## src/rtl/core/bbe_pkg.sv

```systemverilog
// ----------------------------------------------------------------------------
// Box blur package
// Shared constants, register indexes and lane control type.
// ----------------------------------------------------------------------------
package bbe_pkg;

    // Default sizing
    localparam int MAX_WIDTH_DEF    = 1024;
    localparam int MAX_RADIUS_DEF   = 8;
    localparam int NUM_CHANNELS_DEF = 4;

    // Pixel and port widths
    localparam int PIX_W      = 8;
    localparam int PORT_CH    = 4;
    localparam int DIV_BIT_W  = $clog2(PIX_W);
    localparam int CFG_IDX_W  = 2;
    localparam int CFG_DATA_W = 16;
    localparam int IMG_W_BITS = 11;
    localparam int IMG_H_BITS = 16;
    localparam int RAD_BITS   = 4;
    localparam int NCH_BITS   = 3;

    // Register indexes
    localparam logic [CFG_IDX_W-1:0] REG_IMAGE_WIDTH   = 2'd0;
    localparam logic [CFG_IDX_W-1:0] REG_IMAGE_HEIGHT  = 2'd1;
    localparam logic [CFG_IDX_W-1:0] REG_BLUR_RADIUS   = 2'd2;
    localparam logic [CFG_IDX_W-1:0] REG_CHANNEL_COUNT = 2'd3;

    // Request commands
    localparam logic CMD_SAMPLE = 1'b0;
    localparam logic CMD_DRAIN  = 1'b1;

    // Control from the sequencer to every lane
    typedef struct packed {
        logic                 clear;
        logic                 acc;
        logic                 step;
        logic [DIV_BIT_W-1:0] bit_idx;
    } lane_ctrl_t;

endpackage

```

## src/rtl/core/bbe_lane.sv

```systemverilog
// ----------------------------------------------------------------------------
// Box blur channel lane
// Accumulates one channel over the window, then divides the sum by the
// pixel count one quotient bit per cycle.
// ----------------------------------------------------------------------------
module bbe_lane
    import bbe_pkg::*;
#(
    parameter int CNT_W = 9,
    parameter int SUM_W = 17
)
(
    input  logic             clk,
    input  lane_ctrl_t       ctrl,
    input  logic [PIX_W-1:0] pix,
    input  logic [CNT_W-1:0] cnt,
    output logic [PIX_W-1:0] quot
);

    localparam int TRY_W = SUM_W + PIX_W;

    logic [SUM_W-1:0] rem_reg;
    logic [SUM_W-1:0] rem_next;
    logic [PIX_W-1:0] q_reg;
    logic [PIX_W-1:0] q_next;
    logic [TRY_W-1:0] trial;

    // Shifted divisor for the current quotient bit
    assign trial = TRY_W'(cnt) << ctrl.bit_idx;

    // Clear, accumulate or take one restoring divide step
    always_comb
    begin
        rem_next = rem_reg;
        q_next   = q_reg;
        if (ctrl.clear)
        begin
            rem_next = '0;
            q_next   = '0;
        end
        else if (ctrl.acc)
        begin
            rem_next = rem_reg + SUM_W'(pix);
        end
        else if (ctrl.step)
        begin
            if (TRY_W'(rem_reg) >= trial)
            begin
                rem_next = SUM_W'(TRY_W'(rem_reg) - trial);
                q_next[ctrl.bit_idx] = 1'b1;
            end
        end
    end

    always_ff @(posedge clk)
    begin
        rem_reg <= rem_next;
        q_reg   <= q_next;
    end

    assign quot = q_reg;

endmodule

```

## config.mk

```make
export PLATFORM = sky130hd
export DESIGN_NAME = bbe_lane
export DESIGN_NICKNAME = d
export VERILOG_FILES = /design/src/rtl/core/bbe_pkg.sv /design/src/rtl/core/bbe_lane.sv
export SDC_FILE = /design/constraint.sdc
export NUM_CORES = 1
export LEC_CHECK = 0
export ABC_AREA = 0
export BUFFER_PORTS_ARGS = -buffer_cell sky130_fd_sc_hd__buf_2
export CELL_PAD_IN_SITES_DETAIL_PLACEMENT = 0
export CELL_PAD_IN_SITES_GLOBAL_PLACEMENT = 1
export CORE_AREA = 4 4 96 80
export CTS_CLUSTER_SIZE = 24
export DETAILED_ROUTE_END_ITERATION = 6
export DIE_AREA = 0 0 100 84
export GPL_TIMING_DRIVEN = 0
export PLACE_DENSITY = 0.78
export SKIP_CTS_REPAIR_TIMING = 1
export SYNTH_ARGS = -nofsm -noshare
export SYNTH_HDL_FRONTEND = slang
export SYNTH_SLANG_ARGS = --single-unit
```

## constraint.sdc

```tcl
create_clock -name clk -period 5.4 [get_ports clk]
set_clock_uncertainty 0.15 [all_clocks]
set_input_delay 0.81 -clock clk [delete_from_list [all_inputs] [get_ports clk]]
set_output_delay 0.81 -clock clk [all_outputs]
set_load 0.005 [all_outputs]
```

# Word level (Yosys, flattened, before mapping)
# Index checks and enable logic that the tools add are counted.
[totals]
ff_bits = 25
output_inout_bits = 8
word_cells = 20
[op_classes]
n_addsub = 2
magnitude_cmp = 3
shift = 1
muxes = 5
bitwise_logic = 2
n_reduce_logical = 5
[ops]
columns = ["operator", "count"]
rows = [
  ["17-bit 2-to-1 mux", 3],
  ["17-bit by 25-bit >= comparator with 1-bit output", 1],
  ["9-bit by 3-bit left shift with 25-bit output", 1],
  ["17-bit by 8-bit adder with 17-bit output", 1],
  ["17-bit subtractor", 1],
  ["8-bit OR", 1],
  ["3-bit by 4-bit < comparator with 1-bit output (second input constant)", 1],
  ["2-bit nonzero test", 2],
  ["1-bit demux with 3-bit select", 1],
  ["3-bit by 1-bit >= comparator with 1-bit output (second input constant)", 1],
  ["3-bit AND reduction", 1],
  ["2-bit AND reduction", 1],
  ["1-bit logical AND", 1],
  ["1-bit 2-to-1 mux", 1],
  ["1-bit inverter", 1],
]

# Logic depth before layout (Yosys ltp)
[logic_depth]
ltp_word = 5
ltp_mapped = 21
depth_no_buf = 17

# Worst setup path after synthesis
# OpenSTA, ideal clock, no wires.
[synth_timing]
path_kind = "in2reg"
from = "input ctrl[0] in the netlist's numbering"
to = "register rem_reg[16]"
setup_ps = 123
t_arrival_ps = 4302
t_required_ps = 5127
slack_ps = 825
stages = 19
n_path_buf = 3
path_cell_list = "buf_6 > buf_12 > clkbuf_1 > mux2i_1 > nand3_1 > nand3_2 > nand2b_1 > nor2_1 > xnor2_1 > o21ai_1 > ha_1 > a21o_1 > a2111o_1 > a311o_1 > nand2_1 > o21ai_0 > o41ai_2 > mux2i_1 > mux2_1"
[synth_via]
elab_chain_len = 5
[synth_lines]
columns = ["element", "line_no", "source"]
rows = [
  ["from (decl)", "bbe_lane.sv:14", "input lane_ctrl_t ctrl,"],
  ["9-bit by 3-bit left shift with 25-bit output (*)", "bbe_lane.sv:29", "assign trial = TRY_W'(cnt) << ctrl.bit_idx;"],
  ["17-bit subtractor", "bbe_lane.sv:49", "rem_next = SUM_W'(TRY_W'(rem_reg) - trial);"],
  ["17-bit 2-to-1 mux", "bbe_lane.sv:47", "if (TRY_W'(rem_reg) >= trial)"],
  ["17-bit 2-to-1 mux", "bbe_lane.sv:45", "else if (ctrl.step)"],
  ["17-bit 2-to-1 mux", "bbe_lane.sv:41", "else if (ctrl.acc)"],
  ["to (signal assigned)", "bbe_lane.sv:57", "rem_reg <= rem_next;"],
  ["to (decl)", "bbe_lane.sv:22", "logic [SUM_W-1:0] rem_reg;"],
]
# Every way passes the cells marked *; elsewhere a longest branch is shown, timed or not. The select of a mux whose other input is x is not followed.
# A chain may end at the register's enable or synchronous reset.

# Worst setup path after layout
# Same ends and word-level chain as after synthesis.

==> impl_metrics.json <==
{
  "outcome": "complete, no violations",
  "yosys_warnings": 0,
  "critical-path-slowest-cell": "clkbuf_1",
  "ant_nets": 0,
  "die_area_um2": 8400,
  "total_power_w": 0.00118,
  "drv_cap": 0,
  "p_int_w": 0.000639,
  "antenna_found_initial": 0,
  "leakagePower_nw": 1.51,
  "dpl.hpwl_mm": 6.17,
  "final-instance-count-excl-fill": 472,
  "cts_tree": "done",
  "slew_headroom": 0.551,
  "area_delta_synth_final_pct": 9.92,
  "start_kind": "primary input",
  "cp-end-kind": "register",
  "clkPwrFrac": 0.103,
  "period_needed_ns": 4.80,
  "worst_ep_arrival_time_ns": 4.83,
  "synth-seq-cells": 25,
  "switching_share": 0.460,
  "slew_viol_final": 0,
  "max_slew.worst_pin.slew_ns": 0.674,
  "grt_pass1_vias": 2595,
  "fmax_ghz": 0.208,
  "reg2reg_depth": 10,
  "worstHoldEndpoint": "quot[2]",
  "route.detailed.drc": 0,
  "finalHoldViolations": 0,
  "seq_area_frac_synth": 0.170,
  "use_met3": 0.0292,
  "grt_pass1_wl_mm": 12.7,
  "num_io_pins": 32,
  "path_clk_slew_ns": 0.10,
  "synth_top_area_frac": 0.170,
  "setup_violations": 0,
  "synth_edf_count": 0,
  "clkLatencyLatePin_ns": 0.28,
  "clock_path_buffers": 2,
  "critPathRequiredTime_ns": 5.42,
  "grt_max_degree": 16,
  "cpPeakStageDelay_ns": 0.40,
  "ys.flop_type": "dfxtp_1",
  "wl_per_cell_um": 16.1,
  "drt-initial-drc-count": 132,
  "grtUsageMet2": 0.285,
  "crit_top_cell": "mux2i_1",
  "most-common-layout-cells": "42 x nor2_1, 33 x ha_1, 31 x buf_2",
  "ir_drop_v": 0.000185,
  "dr.pass1.iters": 5,
  "p_sw_w": 0.000543,
  "regToRegSetupSlack_ns": 2.16,
  "antennaDiodeCount": 0,
  "path_max_fanout": 10,
  "multi_input_area_um2": 2310,
  "avgSynthCellArea_um2": 8.34,
  "synthTopCellsByArea": "dfxtp_1 17%, ha_1 14%, mux2i_1 7.5%, mux4_2 6.1%, nor2_1 5.3%",
  "criticalPathCategory": "primary input to register",
  "port_buffers": 27,
  "synth_area_um2": 2950,
  "layout_commonest_cell": "nor2_1",
  "dp_cells": 468,
  "nFillCells": 707,
  "rsz0062_at_grt": "no",
  "power.density_nw_per_um2": 364,
  "syn_inst": 354,
  "vias": 2758,
  "yosysTopAreaCell": "dfxtp_1",
  "met1_usage": 0.270,
  "vias_per_cell": 5.84,
  "hp-start": "quot[2]",
  "post-route-period-util": 0.890,
  "root_buffer": "clkbuf_8",
  "yosys.cell_types.count": 65,
  "largest_reg_flops": 17,
  "reg2reg_to": "rem_reg[16]",
  "start_util": 0.439,
  "cts_sinks": 25,
  "nNetsFinal": 444,
  "regArea_um2": 500,
  "p_seq_frac": 0.251,
  "finalSetupTns_ns": 0,
  "chipHeight_um": 84,
  "r2r_start": "rem_reg[0]",
  "routabilityCongestion": 0.841,
  "hp-class": "register to register",
  "grt_most_used_layer": "met2",
  "postSynth.asyncResetShare": 0,
  "synthesis.nets": 412,
  "power.share.combinational": 0.645,
  "grt_overflow": 0,
  "grt_usage": 0.183,
  "wirelength_mm": 7.60,
  "fin_util": 0.483,
  "core.rowCount": 27,
  "final_layout_size_suffix_gt1_frac": 0.158,
  "die_w_um": 100,
  "coreArea_um2": 6720,
  "cts_inserted_buffers": 3,
  "hold_depth": 2,
  "cts-htree-levels": 1,
  "crit_chain": "buf_6, buf_12, clkbuf_1, mux2i_1, nand3_1, nand3_2, nand2b_1, nor2_1, xnor2_1, o21ai_1, ha_1, a21o_1, a2111o_1, a311o_1, nand2_1, o21ai_0, o41ai_2, mux2i_1, mux2_1"
}
cells in the mapped netlist, drive strengths merged (5+ instances only):
cell	number
xnor2	12
o211ai	5
ha	33
nor3	7
mux4	8
a21o	11
xor2	9
o21ai	13
dfxtp	25
a21oi	25
buf	7
mux2i	24
o21bai	5
nor2	42
clkbuf	11
nor2b	9
a31oi	8
inv	12
nand3	12
nand2	24
through the flow:
stage,hold WS [ns],cell area (um2),setup WS [ns]
after floorplan,0.310,2950,0.825
final,0.330,3240,0.597
after global placement,0.296,3200,0.345
after global routing,0.373,3240,0.308
after detailed placement,0.304,3200,0.317
after CTS,0.333,3240,0.613
worst max-delay path: cells and delay by family:
kind	cells	cell delay, ns
AO/OA/AOI/OAI	6	1.39
adder cells (fa/ha/maj)	1	0.37
AND/OR/NAND/NOR	5	0.63
multiplexers	3	0.80
buffers and inverters	3	0.68
XOR/XNOR	1	0.14
cells by family (layout without fill, tap and decap cells):
family,Yosys count,after routing,synth area share
AOI/OAI and AO/OA,85,85,0.195
muxes,36,36,0.163
adders and majority gates,34,34,0.147
buffers and inverters,30,61,0.0479
DFF,25,25,0.170
xor gates and xnor gates,21,21,0.0623
and+or+nand+nor,123,123,0.215
power by group through the flow:
stage                     sequential, W  clock, W  combinational, W
final                          0.000297  0.000122          0.000763
after global routing           0.000305  0.000134          0.000870
after floorplan                0.000284         0          0.000609
after global placement         0.000300         0          0.000742
after detailed placement       0.000301         0          0.000760
after CTS                      0.000297  0.000125          0.000764
metal layers:
metal,up-vias,share of wire
met5,-,0
met3,8,0.046
met4,0,0.012
met1,1317,0.50
li1,1369,-
met2,64,0.44
cell type report:
class                           count  share of cell area
Buffer                             18              0.0297
Clock buffer                        3              0.0127
Clock inverter                      1             0.00231
Inverter                           12              0.0139
Multi-Input combinational cell    299               0.712
Sequential cell                    25               0.154
Tap cell                           87              0.0336
Timing Repair Buffer               27              0.0417
worst max path at each step:
stage          startpoint           to  slack, ns  depth (start not counted)
6_report          ctrl[0]  rem_reg[16]       0.60                         19
4_1_cts           ctrl[0]  rem_reg[16]       0.61                         19
3_5_place_dp      ctrl[0]  rem_reg[16]       0.32                         19
2_1_floorplan     ctrl[0]  rem_reg[16]       0.83                         19
3_3_place_gp      ctrl[0]  rem_reg[16]       0.35                         19
5_1_grt           ctrl[0]  rem_reg[16]       0.31                         19
Power figures use the tool's default switching activity.
