**config.mk**
```make
export PLATFORM = sky130hd
export DESIGN_NAME = bbe_merge
export DESIGN_NICKNAME = d
export VERILOG_FILES = /design/src/rtl/core/bbe_pkg.sv /design/src/rtl/core/bbe_merge.sv
export SDC_FILE = /design/constraint.sdc
export NUM_CORES = 1
export LEC_CHECK = 0
export ABC_AREA = 1
export ABC_CLOCK_PERIOD_IN_PS = 1650
export BUFFER_PORTS_ARGS = -buffer_cell sky130_fd_sc_hd__buf_4
export CAP_MARGIN = 40
export CORE_MARGIN = 4
export CORE_UTILIZATION = 46
export CTS_CLUSTER_SIZE = 14
export DETAILED_ROUTE_END_ITERATION = 12
export PLACE_DENSITY_LB_ADDON = 0.1
export SLEW_MARGIN = 0
export SYNTH_ARGS = -nofsm -noshare
export SYNTH_HDL_FRONTEND = slang
export SYNTH_SLANG_ARGS = --single-unit
```
**constraint.sdc**
```tcl
create_clock -name clk -period 1.65 [get_ports clk]
set_input_delay 0.4125 -clock clk [delete_from_list [all_inputs] [get_ports clk]]
set_output_delay 0.4125 -clock clk [all_outputs]
set_load 0.005 [all_outputs]
```
**src/rtl/core/bbe_pkg.sv**
```systemverilog
// ----------------------------------------------------------------------------
// Box blur package
// Shared constants, register indexes and lane control type.
// ----------------------------------------------------------------------------
package bbe_pkg;

    // Default sizing
    localparam int MAX_WIDTH_DEF    = 1024;
    localparam int MAX_RADIUS_DEF   = 8;
    localparam int NUM_CHANNELS_DEF = 4;

    // Pixel and port widths
    localparam int PIX_W      = 8;
    localparam int PORT_CH    = 4;
    localparam int DIV_BIT_W  = $clog2(PIX_W);
    localparam int CFG_IDX_W  = 2;
    localparam int CFG_DATA_W = 16;
    localparam int IMG_W_BITS = 11;
    localparam int IMG_H_BITS = 16;
    localparam int RAD_BITS   = 4;
    localparam int NCH_BITS   = 3;

    // Register indexes
    localparam logic [CFG_IDX_W-1:0] REG_IMAGE_WIDTH   = 2'd0;
    localparam logic [CFG_IDX_W-1:0] REG_IMAGE_HEIGHT  = 2'd1;
    localparam logic [CFG_IDX_W-1:0] REG_BLUR_RADIUS   = 2'd2;
    localparam logic [CFG_IDX_W-1:0] REG_CHANNEL_COUNT = 2'd3;

    // Request commands
    localparam logic CMD_SAMPLE = 1'b0;
    localparam logic CMD_DRAIN  = 1'b1;

    // Control from the sequencer to every lane
    typedef struct packed {
        logic                 clear;
        logic                 acc;
        logic                 step;
        logic [DIV_BIT_W-1:0] bit_idx;
    } lane_ctrl_t;

endpackage

```
**src/rtl/core/bbe_merge.sv**
```systemverilog
// ----------------------------------------------------------------------------
// Box blur lane merge
// Gathers the lane quotients, zeroes unused channels and holds the result
// until the downstream side takes it.
// ----------------------------------------------------------------------------
module bbe_merge
    import bbe_pkg::*;
#(
    parameter int NUM_CHANNELS = NUM_CHANNELS_DEF,
    parameter int NCH_W        = 3
)
(
    input  logic             clk,
    input  logic             rst_n,
    input  logic             load,
    input  logic             last_in,
    input  logic [NCH_W-1:0] nch,
    input  logic [PIX_W-1:0] quot [NUM_CHANNELS],
    input  logic             out_ready,
    output logic             free,
    output logic             out_valid,
    output logic             frame_last,
    output logic [PIX_W-1:0] chan_out [PORT_CH]
);

    logic             valid_reg;
    logic             last_reg;
    logic [PIX_W-1:0] chan_reg  [PORT_CH];
    logic [PIX_W-1:0] chan_next [PORT_CH];

    // Select active channels, zero the rest
    for (genvar k = 0; k < PORT_CH; k++)
    begin : g_ch
        if (k < NUM_CHANNELS)
        begin : g_used
            assign chan_next[k] = (32'(nch) > k) ? quot[k] : '0;
        end
        else
        begin : g_unused
            assign chan_next[k] = '0;
        end
    end

    assign free = !valid_reg || out_ready;

    // Hold the result until taken
    always_ff @(posedge clk or negedge rst_n)
    begin
        if (!rst_n)
        begin
            valid_reg <= 1'b0;
        end
        else if (load)
        begin
            valid_reg <= 1'b1;
        end
        else if (out_ready)
        begin
            valid_reg <= 1'b0;
        end
    end

    always_ff @(posedge clk)
    begin
        if (load)
        begin
            last_reg <= last_in;
            chan_reg <= chan_next;
        end
    end

    assign out_valid  = valid_reg;
    assign frame_last = last_reg;
    assign chan_out   = chan_reg;

endmodule

```
== Yosys cells after proc, flatten, opt, wreduce, memory -nomap -nowiden ==
Index checks and enable logic that the tools add are counted.
Operators by class
  order comparisons: 4
  muxes and demuxes: 2
  reductions and logical operators: 3
Operator list (count)
  $gt A3 B1 Y1 const B: 2
  $gt A3 B2 Y1 const B: 2
  $mux W1: 2
  $reduce_bool A2 Y1: 1
  $logic_not A1 Y1: 1
  $logic_or A1 B1 Y1: 1
Word-level totals
  flip-flop bits (word level): 34
  bits of input ports: 40
  logic and storage cells: 15

== Logic depth before layout (Yosys ltp) ==
Gate-level depths: netlist of the first run.
  word-level depth: 2
  mapped depth: 4
  mapped depth without buffers: 3

== Worst setup path after synthesis of the first run ==
OpenSTA, ideal clock, no wires.
  kind: input port to flip-flop
  from: input nch[2]
  to: register chan_reg (netlist bit chan_out[29]) (data pin)
  arrival time: 879 ps
  required time: 1389 ps
  setup slack: 510 ps
  cell stages on the path: 4
  buffers on the path: 2
  cell sequence: buf_6 > nor2_4 > buf_6 > a21oi_1
On the way
  cells in the longest elaborated chain, start to end: 1
RTL lines
  from (decl): line bbe_merge.sv:17  | input logic [NCH_W-1:0] nch,
  $gt A3 B1 Y1: line bbe_merge.sv:36  | assign chan_next[k] = (32'(nch) > k) ? quot[k] : '0;
  to (signal assigned): line bbe_merge.sv:68  | chan_reg <= chan_next;
  to (decl): line bbe_merge.sv:28  | logic [PIX_W-1:0] chan_reg [PORT_CH];
Every way passes these cells.
A chain may end at the register's enable or synchronous reset.

== Worst setup path after layout of the first run ==
  from: register valid_reg, in the netlist out_valid
  to: output free
On the way
  cells in the longest elaborated chain, start to end: 2
RTL lines
  from (decl): line bbe_merge.sv:26  | logic valid_reg;
  from (signal assigned): line bbe_merge.sv:51  | valid_reg <= 1'b0;
  from (signal assigned): line bbe_merge.sv:55  | valid_reg <= 1'b1;
  from (signal assigned): line bbe_merge.sv:59  | valid_reg <= 1'b0;
  $logic_not A1 Y1: line bbe_merge.sv:44  | assign free = !valid_reg || out_ready;
  $logic_or A1 B1 Y1: line bbe_merge.sv:44
  to (decl): line bbe_merge.sv:20  | output logic free,
Every way passes these cells.

==> flow_results.org, run 1 <==
** Yosys
- The share of the Yosys chip area taken by registers is 0.766.
- After synthesis the netlist holds a flip-flop and latch count of 34.
- Synthesis produced a netlist with a net count of 140.
- Average cell area after synthesis :: 13.3 sq um
- Post-synthesis instance area :: 1330 sq um
- During synthesis, Yosys emitted a total of 0 warnings.
- In the synthesized netlist, the number of instances is 100.
- Yosys mapped the design onto 10 distinct sky130hd cell types.

** Pwr
- Cell area power density :: 904 nW/um^2
- Switch share :: 0.214
- Static leakage power :: 0.969 nW
- Part of the total power dissipated in sequential elements :: 0.590
- Switching pwr :: 380 uW
- Int Power :: 1.40 mW
- The share of total power dissipated in combinational logic is 0.147.
- VDD IR max :: 0.890 mV
- Of the total power, the clock network draws 0.263.

** Setup path
- Largest driver fanout on the critical path :: 2
- Capture point of the worst path :: free
- Across all register-to-register paths, the minimum setup slack is 1.02 ns.
- The number of buffers and inverters on the critical path is 1.
- Timing startpoint of the critical path :: out_valid
- Critical Setup Path Class :: flip-flop to output port
- In this run the critical register-to-register path is captured at out_valid.
- Sort of element at the start of the critical path :: flip-flop
- Cells along the critical path :: nand2_1 -> buf_4
- Slowest Stage Delay on Critical Path :: 0.38 ns
- Launch point of the worst reg-to-reg path :: out_valid
- Number of cells on the critical path :: 2
- At the worst endpoint, the required time is 1.24 ns.
- Slowest library cell on the worst path :: dfrtp_1
- Number of cell instances on the worst register-to-register path :: 2
- STA classifies the critical path endpoint as an output port.
- Kind of cell adding the most delay to the critical path :: flip-flops
- Arrival time of the worst setup path :: 0.92 ns

** Cells and area
- With fillers left out, the area of the finished cells amounts to 1970 sq um.
- Fraction of layout instances using a drive strength above 1 :: 0.448
- Net count, final :: 220
- Once layout is complete, the utilization of the core stands at 0.713.
- Final antenna diode count :: 0
- Relative to the synthesized area, the layout overhead comes to 48.3%.
- Leading cell type in the layout, fill and taps excluded :: buf_4
- Most frequent cells in the layout :: 74 x buf_4, 33 x edfxtp_1, 28 x inv_1, 11 x nand2_1

** Timing
- The hold violation count in the final report came to 0.
- Setup repair after global routing left no endpoint under its margin.
- Portion of the clock cycle consumed by the worst path in the final layout :: 0.809
- Derived from the worst setup path, the maximum achievable clock frequency is 749 MHz.
- The worst pin sits at a relative slew slack of 0.721.
- Final max-slew violation count :: 0
- Worst Skew :: 0 ns
- For the finished layout, the period the worst path requires is 1.34 ns.
- Total of endpoints with negative setup slack in the final report :: 0
- Setup WS post-layout :: 0.314 ns
- Setup TNS :: 0 ns
- For the pin with the worst max-slew slack, the measured transition is 0.419 ns.

** Route
- Residual DRC :: 0
- Once detail routing completed, the nets flagged for antenna violations numbered 0.
- For this run, the detailed router's first-pass iteration total came to 4.
- For this block, the initial DRC count from the detailed router was 22.
- For this block, the via count after detailed routing is 985.
- After detailed routing, the number of vias per cell comes to 4.65.
- Wire length per cell after detailed routing :: 13.1 microns
- Routed wire length :: 2790 microns

** Clock network
- Max clock buf depth :: 2
- CTS tree :: yes
- The clock drives 34 sinks.
- Once the clock tree was built, the setup fixing pass inserted 0 buffers.
- In this run the clock root is driven by a clkbuf_4.
- Clock network latency to the later pin of the worst-skew pair :: 0.32 ns
- Number of H-tree branching levels :: 2
- Clock-pin slew on the worst setup and hold paths :: 0.09 ns
- In this run, CTS created clock tree buffers numbering 5.
- Hold-fix buffers at CTS :: 1
- CTS-repair resized insts :: 0

** Floorplan
- The floorplan step defined a die boundary enclosing 3810 sq um.
- Die Span X :: 61.7 microns
- The core region is 2760 sq um.
- Measured along the y axis, the die boundary spans 61.7 microns.
- Starting density of the core :: 0.481
- In this run the core area contains 19 standard-cell rows.
- Number of placed I/O pins :: 75

** Placed design
- Final RePlAce weighted congestion :: 0.679
- Post-Place Setup Slack :: 0.341 ns
- The placed instances occupy a cell area of 1900 sq um.
- The count of buffers added on input and output ports is 74.
- The wire-length estimate of the detail-placed layout is 2060 microns.

** Hold path
- Cell depth of the worst min-delay path :: 1
- Class of the most critical hold timing path :: input pin to flip-flop

** Run status
- Run status :: completed

** Global routing
- Largest net degree at the start of global routing :: 35
- The initial antenna violation count came to 0.
- In the global route stage, overall resource usage came out at 0.148.
- Total gr overflow :: 0
- Global-route wire length before repair :: 3860 microns
- The via count of the first global-routing pass came to 955.

** Run
- The tool flagged a number of max-cap violations equal to 0.
[cell families after synthesis]
family | count (synthesis) | synth area share
compound gates | 16 | 0.0755
simple gates | 20 | 0.0623
flops | 34 | 0.766
buf+inv | 30 | 0.0962
[final cells by class]
cell class	count	area [sq um]
Timing Repair Buffer	75	566
Clock buffer	8	58.8
Multi-Input combinational cell	36	183
Inverter	28	105
Sequential cell	34	1020
Tap cell	31	38.8
Fill cell	209	791
[cell usage after synthesis]
cell type,n,share of area
a21boi_0,5,0.028
a21boi_1,3,0.017
a21oi_1,8,0.030
buf_6,2,0.017
dfrtp_1,1,0.019
edfxtp_1,33,0.75
inv_1,28,0.079
nand2_1,11,0.031
nor2_1,8,0.023
nor2_4,1,0.0085
[power groups by stage]
stage          clock [mW]  sequential [mW]  combinational, mW
2_1_floorplan           0             1.08             0.0532
3_3_place_gp            0             1.06              0.256
3_5_place_dp            0             1.07              0.263
4_1_cts             0.487             1.05              0.266
5_1_grt             0.519             1.05              0.286
6_report            0.468             1.05              0.261
[registers in the layout, indices dropped and copies added (netlist names)]
signal / cells
out_valid: 1
chan_out: 32
frame_last: 1
[routing by layer]
layer / track usage / vias to the layer above / part of all wire
met5: 0 / - / 0
met4: 0.100 / 0 / 0.023
met3: 0.0723 / 8 / 0.14
met2: 0.262 / 52 / 0.52
met1: 0.129 / 446 / 0.32
li1: - / 479 / -
[worst min path at each step]
stage	start	endpoint	slack (ns)
final	last_in	frame_last	0.26
after global routing	last_in	frame_last	0.24
after CTS	last_in	frame_last	0.24
after detailed placement	rst_n	out_valid	0.19
after global placement	rst_n	out_valid	0.19
after floorplan	rst_n	out_valid	0.12
[metrics by stage]
step | instances | total power, mW | hold slack (ns)
final | 212 | 1.78 | 0.256
after global routing | 212 | 1.86 | 0.241
after CTS | 212 | 1.80 | 0.239
after detailed placement | 203 | 1.33 | 0.191
after global placement | 203 | 1.32 | 0.188
after floorplan | 100 | 1.13 | 0.117
Power figures use the tool's default switching activity.
==> run 2: changes to the inputs <==
--- a/config.mk
+++ b/config.mk
@@ -6,11 +6,11 @@
 export NUM_CORES = 1
 export LEC_CHECK = 0
 export ABC_AREA = 1
-export ABC_CLOCK_PERIOD_IN_PS = 1650
+export ABC_CLOCK_PERIOD_IN_PS = 1200
 export BUFFER_PORTS_ARGS = -buffer_cell sky130_fd_sc_hd__buf_4
 export CAP_MARGIN = 40
 export CORE_MARGIN = 4
-export CORE_UTILIZATION = 46
+export CORE_UTILIZATION = 39
 export CTS_CLUSTER_SIZE = 14
 export DETAILED_ROUTE_END_ITERATION = 12
 export PLACE_DENSITY_LB_ADDON = 0.1
==> constraint.sdc (replaced) <==
create_clock -name clk -period 1.2 [get_ports clk]
set_input_delay 0.3 -clock clk [delete_from_list [all_inputs] [get_ports clk]]
set_output_delay 0.3 -clock clk [all_outputs]
set_load 0.005 [all_outputs]
==> flow_results.org, run 2 (synthesized netlist as in run 1, its figures left out) <==
** Route
- Avg Vias per Cell :: 4.22 (was 4.65)
- The number of violations reported at the end of detailed-routing iteration 0 came to 18 (was 22).
- The post-detailed-routing wire length was 2710 microns (was 2790 microns).
- Post-detailed-route count of antenna-violating nets :: 0 (unchanged)
- The first-pass iteration count of the detailed router was 3 (was 4).
- Residual DRC :: 0 (unchanged)
- Wire length per cell after detailed routing :: 12.0 microns (was 13.1 microns)
- Via count :: 953 (was 985)

** Clock network
- Post-CTS setup buffers :: 0 (unchanged)
- The H-tree depth reported by CTS came to 2 (unchanged).
- Clock network latency to the later pin of the worst-skew pair :: 0.32 ns (about the same)
- CTS sink count :: 34 (unchanged)
- CTS tree :: yes (unchanged)
- Clk root buf :: clkbuf_4 (unchanged)
- Max clock buf depth :: 2 (unchanged)
- TritonCTS buffer count :: 5 (unchanged)
- Clock-pin slew on the worst setup and hold paths :: 0.09 ns (about the same)

** Run
- The count of maximum capacitance violations came to 0 (unchanged).

** Cells and area
- Fraction of layout instances using a drive strength above 1 :: 0.451 (was 0.448)
- Finished Core Util :: 0.635 (was 0.713)
- The area of all placed cells without fillers was 2000 sq um (was 1970 sq um).
- Post-synthesis to final-layout area growth :: 51.0% (was 48.3%)
- The final layout net count is 221 (was 220).
- The most common cell after layout, fill and taps aside was buf_4 (unchanged).
- Most frequent cells in the layout: 72 x buf_4, 33 x edfxtp_1, 28 x inv_1, 10 x nand2_1 (was 74 x buf_4, 33 x edfxtp_1, 28 x inv_1, 11 x nand2_1).
- Number of flip-flops under the largest register name :: 32 (unchanged)
- Final antenna diode count :: 0 (unchanged)
- Final instance count without filler cells :: 226 (was 212)

** Global routing
- Largest net degree at the start of global routing :: 35 (unchanged)
- Global-route wire length before repair :: 4280 microns (was 3860 microns)
- The via count of the first global-routing pass was 952 (was 955).
- Total gr overflow :: 0 (unchanged)
- Total routing resource utilization after global routing :: 0.135 (was 0.148)
- The initial antenna violation count was 0 (unchanged).

** Placed design
- The area of placed instances is 1930 sq um (was 1900 sq um).
- Final RePlAce weighted congestion :: 0.659 (was 0.679)
- Number of port buffers :: 74 (unchanged)
- Post-DP HPWL :: 2060 microns (about the same)
- The placed instance count came to 217 (was 203).

** Setup path
- The sort of element at the end of the critical path is an output port (unchanged).
- The number of cells on the worst reg-to-reg path is 2 (unchanged).
- Critical Setup Path Class :: flip-flop to output port (unchanged)
- The data required time at the worst endpoint was 0.90 ns (was 1.24 ns).
- Arrival time of the worst setup path :: 0.89 ns (was 0.92 ns)
- Reg2Reg Setup Slack :: 0.58 ns (was 1.02 ns)
- Sort of element at the start of the critical path :: flip-flop (unchanged)
- Largest driver fanout on the critical path :: 2 (unchanged)

** Timing
- Peak clock frequency supported by timing :: 842 MHz
- Slew margin rel. :: 0.718 (was 0.721)
- Total of endpoints with negative setup slack in the final report :: 0 (unchanged)
- Final max-slew violation count :: 0 (unchanged)
- In the finished design, the share of the clock period the worst path needs comes to 0.990.
- Min Clock Period, post-route :: 1.19 ns
- The worst hold margin is 0.147 ns (was 0.256 ns).
- Final hold violation count :: 0 (unchanged)
- Unrepaired setup endpoints after global routing: true (was false).
- Worst Max-Slew Pin Slew :: 0.423 ns (was 0.419 ns)
- The largest clock skew in the final design came to 0 ns (unchanged).

** Pwr
- Cell area power density :: 1180 nW/um^2 (was 904 nW/um^2)
- Static leakage power :: 0.976 nW (was 0.969 nW)
- VDD IR max :: 0.741 mV (was 0.890 mV)

** Floorplan
- The die area is 4400 sq um (was 3810 sq um).
- Site row count :: 20 (was 19)
- Die Span X :: 66.3 microns (was 61.7 microns)
- The area of the core came to 3150 sq um (was 2760 sq um).
- Height of the chip :: 66.3 microns (was 61.7 microns)
- The starting density of the core came to 0.421 (was 0.481).
- Number of placed I/O pins :: 75 (unchanged)

** Hold path
- Class of the most critical hold timing path :: input pin to flip-flop (unchanged)
- The number of cells on the worst hold path came to 1 (unchanged).

** Run status
- Run status :: completed (unchanged)
==> run 2: power breakdown <==
group          internal [mW]  switching, mW
clock                  0.209          0.351
sequential              1.41         0.0270
combinational          0.230          0.140
==> run 2: worst max-delay path: stages (launching register included) <==
cell and delay (ns):
dfrtp_1 0.40, nand2_2 0.07, buf_6 0.09
==> run 2: what timing repair did <==
item | in CTS | in global routing
resized for setup | 2 | 1
setup endpoints to repair | 1 | 17
pin swaps | 1 | 0
endpoints found under the hold margin | 1 | 0
hold buffers | 1 | 0
==> run 2: path summary, 6_finish.rpt <==
kind,to,startpoint
worst min register to register,out_valid,out_valid
worst max-delay path,free,out_valid
worst min-delay path,frame_last,last_in
worst max register to register,out_valid,out_valid
min in group asynchronous,out_valid,rst_n
max in group asynchronous,out_valid,rst_n
==> run 2: final cells by class <==
cell class | count | area (sq um)
fillers | 275 | 1150
flip-flops and latches | 34 | 1020
multi-input cells | 36 | 185
well taps | 44 | 55.1
clock inverters | 3 | 11.3
inverters | 28 | 105
repair buffers | 76 | 593
clock buffers | 5 | 37.5
==> run 2: metal layers <==
layer	routed length (microns)	vias to the layer above	track usage	part of all wire
met5	0	-	0	0
met4	34	0	0.0533	0.013
met3	348	4	0.0782	0.13
met2	1460	46	0.245	0.54
met1	859	419	0.120	0.32
li1	-	484	-	-
==> run 2: per-stage QoR <==
step / TNS [ns] / worst slack [ns] / total power, mW
after floorplan: 0 / 0.172 / 1.55
after detailed placement: 0 / 0.140 / 1.84
after global placement: 0 / 0.159 / 1.83
after global routing: -0.187 / -0.0463 / 2.50
after CTS: -0.0136 / -0.0136 / 2.40
final: 0 / 0.0121 / 2.37
==> run 3: changes to the inputs <==
--- a/config.mk
+++ b/config.mk
@@ -10,7 +10,7 @@
 export BUFFER_PORTS_ARGS = -buffer_cell sky130_fd_sc_hd__buf_4
 export CAP_MARGIN = 40
 export CORE_MARGIN = 4
-export CORE_UTILIZATION = 39
+export CORE_UTILIZATION = 25
 export CTS_CLUSTER_SIZE = 14
 export DETAILED_ROUTE_END_ITERATION = 12
 export PLACE_DENSITY_LB_ADDON = 0.1
==> flow_results.org, run 3 (synthesized netlist as in run 1, its figures left out) <==
** Timing
- The post-route clock period utilization was 0.954 (was 0.990).
- The headroom to the max-slew limit came to 0.704 (was 0.718).
- The hold violation count in the final report is 0 (unchanged).
- Worst Max-Slew Pin Slew :: 0.444 ns (was 0.423 ns)
- Min Clock Period, post-route :: 1.14 ns (was 1.19 ns)
- Worst Skew :: 0 ns (unchanged)
- Setup WS post-layout :: 0.0554 ns (was 0.0121 ns)
- The setup violation total in the final timing report was 0 (unchanged).
- Final max-slew violation count :: 0 (unchanged)
- Peak clock frequency supported by timing :: 874 MHz (was 842 MHz)
- Setup TNS :: 0 ns (unchanged)
- Unrepaired setup endpoints after global routing: false (was true).

** Clock network
- The maximum clock insertion buffer count came to 2 (unchanged).
- Post-CTS setup buffers :: 0 (unchanged)
- Clock-pin slew on the worst setup and hold paths :: 0.07 ns (was 0.09 ns)
- The clock tree from TritonCTS was yes (unchanged).
- Clk root buf :: clkbuf_8 (was clkbuf_4)
- The clock network latency to the later pin of the worst-skew pair came to 0.28 ns (was 0.32 ns).
- CTS sink count :: 34 (unchanged)
- The number of CTS-inserted buffers is 5 (unchanged).
- Number of H-tree branching levels :: 2 (unchanged)

** Placed design
- DP Cell Count :: 242 (was 217)
- The half-perimeter wire length of the detailed placement result was 2300 microns (was 2060 microns).
- Final RePlAce weighted congestion :: 0.625 (was 0.659)
- The post-place setup slack was -0.0220 ns (was 0.140 ns).
- Number of port buffers :: 74 (unchanged)

** Setup path
- CP Capture Type :: output port (unchanged)
- The cell at the slowest stage of the critical path is dfrtp_1 (unchanged).
- The delay of the slowest critical-path stage came to 0.39 ns (was 0.40 ns).
- Critical Setup Path Class :: flip-flop to output port (unchanged)
- The maximum fanout along the worst path is 2 (unchanged).
- The data required time at the worst endpoint is 0.90 ns (about the same).
- Sort of element at the start of the critical path :: flip-flop (unchanged)
- Cells along the critical path: nand2_2 -> buf_4 (was nand2_2 -> buf_6).
- The worst path arrival time came to 0.84 ns (was 0.89 ns).

** Pwr
- Switch share :: 0.211 (was 0.219)
- Static leakage power :: 0.982 nW (was 0.976 nW)
- The portion of total power attributed to sequential cells came to 0.541 (was 0.608).
- Relative contribution of the clock network to total power :: 0.324 (was 0.236)
- The net switching power was 562 uW (was 518 uW).
- Power share of the combinational group :: 0.136 (was 0.156)
- Cell area power density :: 1300 nW/um^2 (was 1180 nW/um^2)
- Int Power :: 2.10 mW (was 1.85 mW)
- The sum of internal, switching and leakage power came to 2.66 mW (was 2.37 mW).
- VDD IR max :: 0.427 mV (was 0.741 mV)

** Floorplan
- The starting density of the core came to 0.258 (was 0.421).
- Total Die Area :: 6530 sq um (was 4400 sq um)
- The area of the core is 5140 sq um (was 3150 sq um).
- The number of ports placed on the die boundary came to 75 (unchanged).
- The die height came to 80.8 microns (was 66.3 microns).
- Die Span X :: 80.8 microns (was 66.3 microns)
- Site row count :: 26 (was 20)

** Cells and area
- The number of antenna repair diodes is 0 (unchanged).
- The layout overhead on the synthesized area came to 54.5% (was 51.0%).
- Fraction of layout instances using a drive strength above 1 :: 0.453 (was 0.451)
- Finished Core Util :: 0.399 (was 0.635)
- The most common cell after layout, fill and taps aside was buf_4 (unchanged).
- The number of flip-flops under the largest register name was 32 (unchanged).
- The final layout net count was 220 (was 221).
- Most frequent cells in the layout :: 74 x buf_4, 33 x edfxtp_1, 28 x inv_1, 10 x nand2_1 (was 72 x buf_4, 33 x edfxtp_1, 28 x inv_1, 10 x nand2_1)
- The final non-filler cell total was 251 (was 226).

** Route
- The number of nets still failing antenna checks after routing was 0 (unchanged).
- Routed wire length :: 3040 microns (was 2710 microns)
- The number of design rule violations left after detail routing is 0 (unchanged).
- TritonRoute pass-1 iters :: 4 (was 3)
- Avg Vias per Cell :: 3.85 (was 4.22)
- The number of violations reported at the end of detailed-routing iteration 0 came to 26 (was 18).
- Via count :: 967 (was 953)
- Wire length per cell after detailed routing :: 12.1 microns (was 12.0 microns)

** Run
- Number of violations of the max-capacitance limit :: 0 (unchanged)

** Global routing
- Global-route wire length before repair :: 4510 microns (was 4280 microns)
- Via count of the first global-routing pass :: 968 (was 952)
- The overall fraction of global-route tracks in use was 0.0946 (was 0.135).
- The initial antenna violation count is 0 (unchanged).
- The pin count of the biggest net entering global routing was 35 (unchanged).
- The total congestion overflow after global routing is 0 (unchanged).

** Run status
- Run status :: completed (unchanged)

** Hold path
- The worst hold-check path type was input pin to flip-flop (unchanged).
## run 3: cell types whose count changed in the layout (fill, tap and decap cells not counted)
cell / delta
clkbuf_1: +2
buf_12: -1
buf_4: +2
buf_6: -2
clkbuf_8: +6
clkbuf_4: -5
clkinv_1: -3
## run 3: cell type report
class | instances | area [sq um]
clock buffers | 8 | 90.1
fillers | 540 | 3090
inverters | 28 | 105
multi-input cells | 36 | 185
flip-flops and latches | 34 | 1020
well taps | 70 | 87.6
repair buffers | 75 | 566
## run 3: path summary, 6_finish.rpt
check,startpoint,end,slack (ns),depth (start not counted)
worst min-delay path,last_in,frame_last,0.20,1
min in group asynchronous,rst_n,out_valid,0.33,2
worst min register to register,out_valid,out_valid,0.50,2
worst max-delay path,out_valid,free,0.06,2
worst max register to register,out_valid,out_valid,0.59,2
max in group asynchronous,rst_n,out_valid,0.79,2
## run 3: what timing repair did
item	CTS	global route
endpoints found under the setup margin	0	1
hold buffers	1	0
resized for setup	0	1
endpoints found under the hold margin	1	0
## run 3: power by group through the flow
| stage | combinational (mW) | clock [mW] | sequential (mW) |
|---|---|---|---|
| 2_1_floorplan | 0.0731 | 0 | 1.48 |
| 6_report | 0.362 | 0.862 | 1.44 |
| 5_1_grt | 0.402 | 0.942 | 1.45 |
| 3_5_place_dp | 0.369 | 0 | 1.47 |
| 3_3_place_gp | 0.364 | 0 | 1.47 |
| 4_1_cts | 0.372 | 0.894 | 1.44 |
## run 3: critical path: cells and delay by family, from the launching register on
kind	cells	cell delay [ns]
flip-flops	1	0.39
buffers and inverters	1	0.10
AND/OR/NAND/NOR	1	0.08
## run 3: routing by layer
layer / global-route usage / vias up / wire length, microns
met2: 0.158 / 52 / 1510
met4: 0.0405 / 0 / 19
met5: 0 / - / 0
met3: 0.0532 / 2 / 384
met1: 0.0965 / 433 / 1120
li1: - / 480 / -
## run 3: metrics by stage
stage / cell area [sq um] / hold slack (ns)
6_report: 2050 / 0.201
3_5_place_dp: 1950 / 0.0757
2_1_floorplan: 1330 / 0.00441
5_1_grt: 2050 / 0.183
3_3_place_gp: 1950 / 0.0752
4_1_cts: 2050 / 0.187
